<file path="src/design/vulp_pkg.sv">
// Shared types and constants for the video-memory update list parser.
// No dependencies; imported by every module of the block.
package vulp_pkg;

  localparam int unsigned BufLenW   = 10;
  localparam int unsigned AddrW     = 16;
  localparam int unsigned ByteW     = 8;
  localparam int unsigned CountW    = 9;

  localparam logic [BufLenW-1:0] BufLenReset = 10'd510;
  localparam logic [BufLenW-1:0] PosMax      = 10'd1023;
  localparam logic [CountW-1:0]  FullLength  = 9'd256;
  localparam logic [AddrW-1:0]   StepOne     = 16'd1;
  localparam logic [AddrW-1:0]   StepWide    = 16'd32;

  // Input operation codes
  typedef enum logic {
    OP_BYTE  = 1'b0,
    OP_START = 1'b1
  } op_e;

  // One result transaction
  typedef struct packed {
    logic [AddrW-1:0]  write_address;
    logic [ByteW-1:0]  write_data;
    logic              step_by_32;
    logic [CountW-1:0] write_count;
    logic              finished;
  } result_t;

  // One input transaction as held in the input register
  typedef struct packed {
    logic             op;
    logic [ByteW-1:0] list_byte;
  } item_t;

endpackage

</file>
<file path="src/design/vram_update_list_parser.sv">
// A byte accepted into the input register is decoded by the parser; its result (if any) goes to the output register.
// Throughput: one list byte per cycle while the result is not stalled; the parser state updates per byte.
// A stalled result holds the output register; one more byte waits in the input register.
// Reset (rst_ni low, async): no transactions held, parser at entry start,
// buffer_length back to 510. Top level; depends on vulp_pkg and the vulp_* stages.
module vram_update_list_parser (
  input  logic                         clk_i,
  input  logic                         rst_ni,
  input  logic                         cfg_we_i,
  input  logic [vulp_pkg::BufLenW-1:0] cfg_wdata_i,
  input  logic                         in_valid_i,
  output logic                         in_ready_o,
  input  logic                         op_i,
  input  logic [7:0]                   list_byte_i,
  output logic                         out_valid_o,
  input  logic                         out_ready_i,
  output logic [15:0]                  write_address_o,
  output logic [7:0]                   write_data_o,
  output logic                         step_by_32_o,
  output logic [8:0]                   write_count_o,
  output logic                         finished_o
);
  import vulp_pkg::*;

  item_t   in_item, held_item;
  logic    held_valid;
  logic    advance;
  logic    res_valid;
  result_t res, out_res;

  assign in_item.op        = op_i;
  assign in_item.list_byte = list_byte_i;

  vulp_in_stage u_in (
    .clk_i        (clk_i),
    .rst_ni       (rst_ni),
    .in_valid_i   (in_valid_i),
    .in_ready_o   (in_ready_o),
    .item_i       (in_item),
    .advance_i    (advance),
    .item_valid_o (held_valid),
    .item_o       (held_item)
  );

  vulp_parser u_parser (
    .clk_i       (clk_i),
    .rst_ni      (rst_ni),
    .cfg_we_i    (cfg_we_i),
    .cfg_wdata_i (cfg_wdata_i),
    .step_i      (held_valid && advance),
    .item_i      (held_item),
    .res_valid_o (res_valid),
    .res_o       (res)
  );

  vulp_out_stage u_out (
    .clk_i       (clk_i),
    .rst_ni      (rst_ni),
    .res_valid_i (res_valid),
    .res_i       (res),
    .advance_o   (advance),
    .out_valid_o (out_valid_o),
    .out_ready_i (out_ready_i),
    .res_o       (out_res)
  );

  assign write_address_o = out_res.write_address;
  assign write_data_o    = out_res.write_data;
  assign step_by_32_o    = out_res.step_by_32;
  assign write_count_o   = out_res.write_count;
  assign finished_o      = out_res.finished;

endmodule

</file>
<file path="src/design/vulp_in_stage.sv">
// Input register stage: captures one list byte transaction per cycle while it is free.
// Depends on vulp_pkg.
module vulp_in_stage (
  input  logic            clk_i,
  input  logic            rst_ni,
  input  logic            in_valid_i,
  output logic            in_ready_o,
  input  vulp_pkg::item_t item_i,
  input  logic            advance_i,
  output logic            item_valid_o,
  output vulp_pkg::item_t item_o
);
  import vulp_pkg::*;

  logic  valid_q, valid_d;
  item_t item_q;

  // Free when empty or when the held item moves on this cycle
  assign in_ready_o = !valid_q || advance_i;
  assign valid_d    = in_ready_o ? in_valid_i : valid_q;

  always_ff @(posedge clk_i or negedge rst_ni) begin
    if (!rst_ni) begin
      valid_q <= 1'b0;
    end else begin
      valid_q <= valid_d;
    end
  end

  // Payload, no reset
  always_ff @(posedge clk_i) begin
    if (in_ready_o && in_valid_i) begin
      item_q <= item_i;
    end
  end

  assign item_valid_o = valid_q;
  assign item_o       = item_q;

endmodule

</file>
<file path="src/design/vulp_parser.sv">
// Parser state and per-byte decode: phase, position, address and count.
// Holds the buffer_length register. Depends on vulp_pkg.
module vulp_parser (
  input  logic                            clk_i,
  input  logic                            rst_ni,
  input  logic                            cfg_we_i,
  input  logic [vulp_pkg::BufLenW-1:0]    cfg_wdata_i,
  input  logic                            step_i,
  input  vulp_pkg::item_t                 item_i,
  output logic                            res_valid_o,
  output vulp_pkg::result_t               res_o
);
  import vulp_pkg::*;

  typedef enum logic [2:0] {
    PH_ADDR_HI = 3'd0,
    PH_ADDR_LO = 3'd1,
    PH_CONTROL = 3'd2,
    PH_DATA    = 3'd3,
    PH_FILL    = 3'd4
  } phase_e;

  logic [BufLenW-1:0] buf_len_q;
  logic [BufLenW-1:0] pos_q, pos_d;
  phase_e             phase_q, phase_d;
  logic [AddrW-1:0]   addr_q, addr_d;
  logic [CountW-1:0]  cnt_q, cnt_d;
  logic               vert_q, vert_d;
  logic               fill_q, fill_d;
  logic               done_q, done_d;

  logic               at_limit;
  logic [CountW-1:0]  ctrl_len;
  logic [AddrW-1:0]   addr_step;

  // Entry start check: pos + 2 >= buffer_length
  assign at_limit  = ({1'b0, pos_q} + 11'd2) >= {1'b0, buf_len_q};
  assign ctrl_len  = (item_i.list_byte[5:0] == 6'd0) ? FullLength
                                                     : {3'b000, item_i.list_byte[5:0]};
  assign addr_step = vert_q ? StepWide : StepOne;

  // Next state and result
  always_comb begin
    pos_d       = pos_q;
    phase_d     = phase_q;
    addr_d      = addr_q;
    cnt_d       = cnt_q;
    vert_d      = vert_q;
    fill_d      = fill_q;
    done_d      = done_q;
    res_valid_o = 1'b0;
    res_o       = '0;
    if (step_i) begin
      if (item_i.op == OP_START) begin
        pos_d   = '0;
        phase_d = PH_ADDR_HI;
        addr_d  = '0;
        cnt_d   = '0;
        vert_d  = 1'b0;
        fill_d  = 1'b0;
        done_d  = 1'b0;
      end else if (!done_q) begin
        if (pos_q != PosMax) begin
          pos_d = pos_q + 10'd1;
        end
        case (phase_q)
          PH_ADDR_LO: begin
            addr_d  = {addr_q[15:8], item_i.list_byte};
            phase_d = PH_CONTROL;
          end
          PH_CONTROL: begin
            cnt_d   = ctrl_len;
            vert_d  = item_i.list_byte[7];
            fill_d  = item_i.list_byte[6];
            phase_d = item_i.list_byte[6] ? PH_FILL : PH_DATA;
          end
          PH_DATA: begin
            res_valid_o         = 1'b1;
            res_o.write_address = addr_q;
            res_o.write_data    = item_i.list_byte;
            res_o.step_by_32    = vert_q;
            res_o.write_count   = 9'd1;
            addr_d              = addr_q + addr_step;
            cnt_d               = cnt_q - 9'd1;
            if (cnt_q == 9'd1) begin
              phase_d = PH_ADDR_HI;
            end
          end
          PH_FILL: begin
            res_valid_o         = 1'b1;
            res_o.write_address = addr_q;
            res_o.write_data    = item_i.list_byte;
            res_o.step_by_32    = vert_q;
            res_o.write_count   = cnt_q;
            phase_d             = PH_ADDR_HI;
          end
          default: begin
            // Entry start, also unused phase codes
            if (at_limit || item_i.list_byte == 8'h00) begin
              res_valid_o    = 1'b1;
              res_o.finished = 1'b1;
              done_d         = 1'b1;
              phase_d        = PH_ADDR_HI;
            end else begin
              addr_d  = {item_i.list_byte, 8'h00};
              phase_d = PH_ADDR_LO;
            end
          end
        endcase
      end
    end
  end

  always_ff @(posedge clk_i or negedge rst_ni) begin
    if (!rst_ni) begin
      buf_len_q <= BufLenReset;
      pos_q     <= '0;
      phase_q   <= PH_ADDR_HI;
      addr_q    <= '0;
      cnt_q     <= '0;
      vert_q    <= 1'b0;
      fill_q    <= 1'b0;
      done_q    <= 1'b0;
    end else begin
      if (cfg_we_i) begin
        buf_len_q <= cfg_wdata_i;
      end
      pos_q   <= pos_d;
      phase_q <= phase_d;
      addr_q  <= addr_d;
      cnt_q   <= cnt_d;
      vert_q  <= vert_d;
      fill_q  <= fill_d;
      done_q  <= done_d;
    end
  end

endmodule

</file>
<file path="src/design/vulp_out_stage.sv">
// Result register: holds one result transaction until it is taken.
// Depends on vulp_pkg.
module vulp_out_stage (
  input  logic              clk_i,
  input  logic              rst_ni,
  input  logic              res_valid_i,
  input  vulp_pkg::result_t res_i,
  output logic              advance_o,
  output logic              out_valid_o,
  input  logic              out_ready_i,
  output vulp_pkg::result_t res_o
);
  import vulp_pkg::*;

  logic    valid_q, valid_d;
  result_t res_q;

  // Register can load when empty or being drained
  assign advance_o = !valid_q || out_ready_i;
  assign valid_d   = advance_o ? res_valid_i : valid_q;

  always_ff @(posedge clk_i or negedge rst_ni) begin
    if (!rst_ni) begin
      valid_q <= 1'b0;
    end else begin
      valid_q <= valid_d;
    end
  end

  always_ff @(posedge clk_i) begin
    if (advance_o && res_valid_i) begin
      res_q <= res_i;
    end
  end

  assign out_valid_o = valid_q;
  assign res_o       = res_q;

endmodule

</file>
<file path="config.mk">
export PLATFORM = sky130hd
export DESIGN_NAME = vram_update_list_parser
export DESIGN_NICKNAME = d
export VERILOG_FILES = /design/src/design/vulp_pkg.sv /design/src/design/vram_update_list_parser.sv /design/src/design/vulp_in_stage.sv /design/src/design/vulp_parser.sv /design/src/design/vulp_out_stage.sv
export SDC_FILE = /design/constraint.sdc
export NUM_CORES = 1
export LEC_CHECK = 0
export ABC_AREA = 1
export ABC_CLOCK_PERIOD_IN_PS = 6400
export BUFFER_PORTS_ARGS = -buffer_cell sky130_fd_sc_hd__clkbuf_2
export CAP_MARGIN = 20
export CELL_PAD_IN_SITES_DETAIL_PLACEMENT = 1
export CELL_PAD_IN_SITES_GLOBAL_PLACEMENT = 1
export CORE_MARGIN = 2
export CORE_UTILIZATION = 45
export DETAILED_ROUTE_END_ITERATION = 8
export PLACE_DENSITY = 0.88
export SYNTH_ARGS = -nofsm -noshare
export SYNTH_HDL_FRONTEND = slang
export SYNTH_SLANG_ARGS = --single-unit
</file>
<file path="constraint.sdc">
create_clock -name clk_i -period 6.4 [get_ports clk_i]
set_input_delay 1.28 -clock clk_i [delete_from_list [all_inputs] [get_ports clk_i]]
set_output_delay 1.28 -clock clk_i [all_outputs]
set_load 0.005 [all_outputs]
</file>
==> flow_summary.ini <==
[clocking]
cts_tree = yes
clk_pin_slew_ns = 0.07
htree_levels = 3
cts_made_buffers = 9
clock_latency_ns = 0.35
cts_sinks = 96
clockRootBuffer = clkbuf_16
cts-hold-fix-buffers = 0
postCtsSetupBuffers = 0
clock_path_buffers = 2
cts_resized = 0

[routing]
routed_via_density = 5.54
drt_iter0_markers = 199
routedWlPerCell_um = 18.5
ant_nets = 0
vias = 4428
routed_wl_mm = 14.8
post-route-drc-count = 0
drt_first_pass_iters = 5

[synthesis]
syn_area_per_cell_um2 = 8.59
synth_area_mm2 = 0.00509
ys_ff_latch = 96
synth_nets = 634
yosys-top-cells-area = edfxtp_1, dfrtp_1, nand2_1, inv_1, ha_1
yosysTopAreaCell = edfxtp_1
yosysSeqAreaShare_pct = 51.7
synthCells = 593
synth_top_area_share_pct = 25.9
yosys.cell_types.count = 40
ys_warn_count = 0

[place]
placedCellCount = 782
dp_hpwl_mm = 10.1
io_buffers = 60
gp_congestion = 0.859
place_ws_ns = 3.10
place_area_mm2 = 0.00551

[power]
swShare_pct = 37.7
vdd_drop_max_mv = 0.174
pwr-share-comb_pct = 28.7
p_leak_nw = 2.64
p_int_mw = 1.21
pwr-share-seq_pct = 42.8
switchingPower_mw = 0.734
p_per_area_mw_per_mm2 = 334
pwr-share-clk_pct = 28.5

[floorplan]
dieWidth_um = 110
core_mm2 = 0.0109
die_area_mm2 = 0.0122
rows = 38
io-pin-count = 61
die_h_um = 110
start_util_pct = 46.6

[sta]
rsz0062_at_grt = false
max_slew_margin_pct = 41.2
hold_ws_ns = 0.506
fmax_ghz = 0.286
final-hold-violation-count = 0
period_share_pct = 54.7
final_max_slew_viol_count = 0
finalSetupTns_ns = 0
period_needed_ns = 3.50
worst_slew_pin_slew_ns = 0.881
setup-violations-final = 0
clock_skew_ns = 0.00762
setup_ws_ns = 2.90

[final_layout]
antenna_cells = 0
finalNetCount = 695
area_growth_pct = 14.3
finalNonFillerCells = 799
final_common_cell = nand2_1
layout_common_cells = nand2_1, inv_1, clkbuf_2
num-fill-cells = 1350
postLayoutCellArea_mm2 = 0.00583
layout-drive-gt1-share_pct = 18.2

[critical_path]
rrSetupSlack_ns = 2.90
r2r-end = u_out.res_o[32]$_SDFFCE_PP0P_
crit_path_start = u_parser.pos_q[2]$_DFFE_PN0P_
cp.arrival_ns = 3.50
critPathLaunchType = flop
crit_fanout = 34
worstSetupEndpoint = u_out.res_o[32]$_SDFFCE_PP0P_
endpoint_kind = flop
path_class = flop to flop
worstReg2RegStart = u_parser.pos_q[2]$_DFFE_PN0P_
crit_required_ns = 6.40
reg2regPathDepth = 20

[outcome]
status = completed

[grt]
antenna_found_initial = 0
grt_overflow_total = 0
globalRouteTotalUtil_pct = 24.9
grt_pass1_vias = 4698
grt_max_degree = 53
grt_pass1_wl_mm = 24.3

[run]
max-cap-violations = 0

[worst_hold_path]
min_path_type = flop to flop
-- state kept, by name (all words and copies together) (netlist names) --
| signal | flops |
|---|---|
| u_parser.addr_q | 16 |
| u_parser.phase_q | 3 |
| u_out.out_valid_o | 1 |
| u_parser.buf_len_q | 10 |
| u_out.res_o | 35 |
| u_parser.cnt_q | 9 |
| u_parser.pos_q | 10 |
| u_in.item_o | 9 |
| u_parser.vert_q | 1 |
| u_in.item_valid_o | 1 |
| u_parser.done_q | 1 |
-- cell usage after synthesis (all sizes together) --
cell type    n
o211ai       2
a21o         1
o2bb2ai      1
ha          17
buf          8
a32oi        1
a22oi        2
inv         89
nand2      133
xor2         7
o21ai       40
edfxtp      44
nor3b        1
nor2        57
o21a         1
o22ai       12
nor3        42
nor4         1
dfstp        8
xnor2        3
mux2         1
nand3       39
nand4        8
o31ai        4
dfrtp       44
a211oi       1
nand3b       1
clkbuf       6
a21oi       19
-- cell type report --
cell class	count	area, um2	area share [%]
flip-flops and latches	96	2630	45.2
multi-input cells	394	2050	35.2
repair buffers	64	338	5.80
inverters	89	334	5.73
clock buffers	10	229	3.93
well taps	140	175	3.01
clock inverters	6	68.8	1.18
-- power groups by stage --
stage	clock (mW)	sequential [mW]	combinational, mW
final	0.554	0.834	0.559
after global routing	0.581	0.848	0.629
after CTS	0.554	0.842	0.559
after detailed placement	0	0.851	0.535
after global placement	0	0.842	0.500
after floorplan	0	0.822	0.394
-- through the flow --
stage | total power, mW | utilization [%]
2_1_floorplan | 1.22 | -
3_3_place_gp | 1.34 | 50.4
3_5_place_dp | 1.39 | 50.4
4_1_cts | 1.96 | 53.1
5_1_grt | 2.06 | 53.3
6_report | 1.95 | 53.3
-- how the worst min path moves through the flow --
stage	start	to	slack, ns	cells after the start
final	u_parser.addr_q[15]$_DFFE_PN0P_	u_parser.addr_q[15]$_DFFE_PN0P_	0.51	2
after global routing	u_parser.buf_len_q[6]$_DFFE_PN1P_	u_parser.buf_len_q[6]$_DFFE_PN1P_	0.55	2
after CTS	u_parser.addr_q[15]$_DFFE_PN0P_	u_parser.addr_q[15]$_DFFE_PN0P_	0.51	2
after detailed placement	u_parser.addr_q[14]$_DFFE_PN0P_	u_parser.addr_q[14]$_DFFE_PN0P_	0.49	2
after global placement	u_parser.buf_len_q[1]$_DFFE_PN1P_	u_parser.buf_len_q[1]$_DFFE_PN1P_	0.48	2
after floorplan	u_parser.buf_len_q[1]$_DFFE_PN1P_	u_parser.buf_len_q[1]$_DFFE_PN1P_	0.46	2
-- critical path, cell delays in order (launching register included) --
cell,delay [ns]
dfrtp_1,0.42
ha_1,0.22
nand2_1,0.11
nor2_1,0.21
inv_1,0.11
nand2_1,0.08
inv_1,0.05
ha_1,0.28
nand2_1,0.08
nor2_1,0.19
nand2_1,0.10
nand2_1,0.09
nand2_1,0.06
nand3_1,0.09
nand2_1,0.08
nand2_1,0.16
nand2_1,0.13
nand2_1,0.08
nand2_1,0.08
inv_1,0.11
buf_4,0.40
-- logic make-up (layout without fill, tap and decap cells) --
family	count (synthesis)	in the layout	synth area share (%)
adders and majority gates	17	17	4.17
AOI/OAI and AO/OA	84	84	9.60
and+or+nand+nor	282	282	24.5
muxes	1	1	0.221
DFF	96	96	51.7
buffers and inverters	103	169	8.13
xor gates and xnor gates	10	10	1.72
-- routing by layer --
| layer | global-route usage, % | wire length [um] |
|---|---|---|
| met2 | 42.2 | 7360 |
| met1 | 31.1 | 6440 |
| met3 | 4.83 | 588 |
| met5 | 0 | 0 |
| met4 | 10.5 | 411 |
No activity file was read; power rests on OpenSTA's default activity.
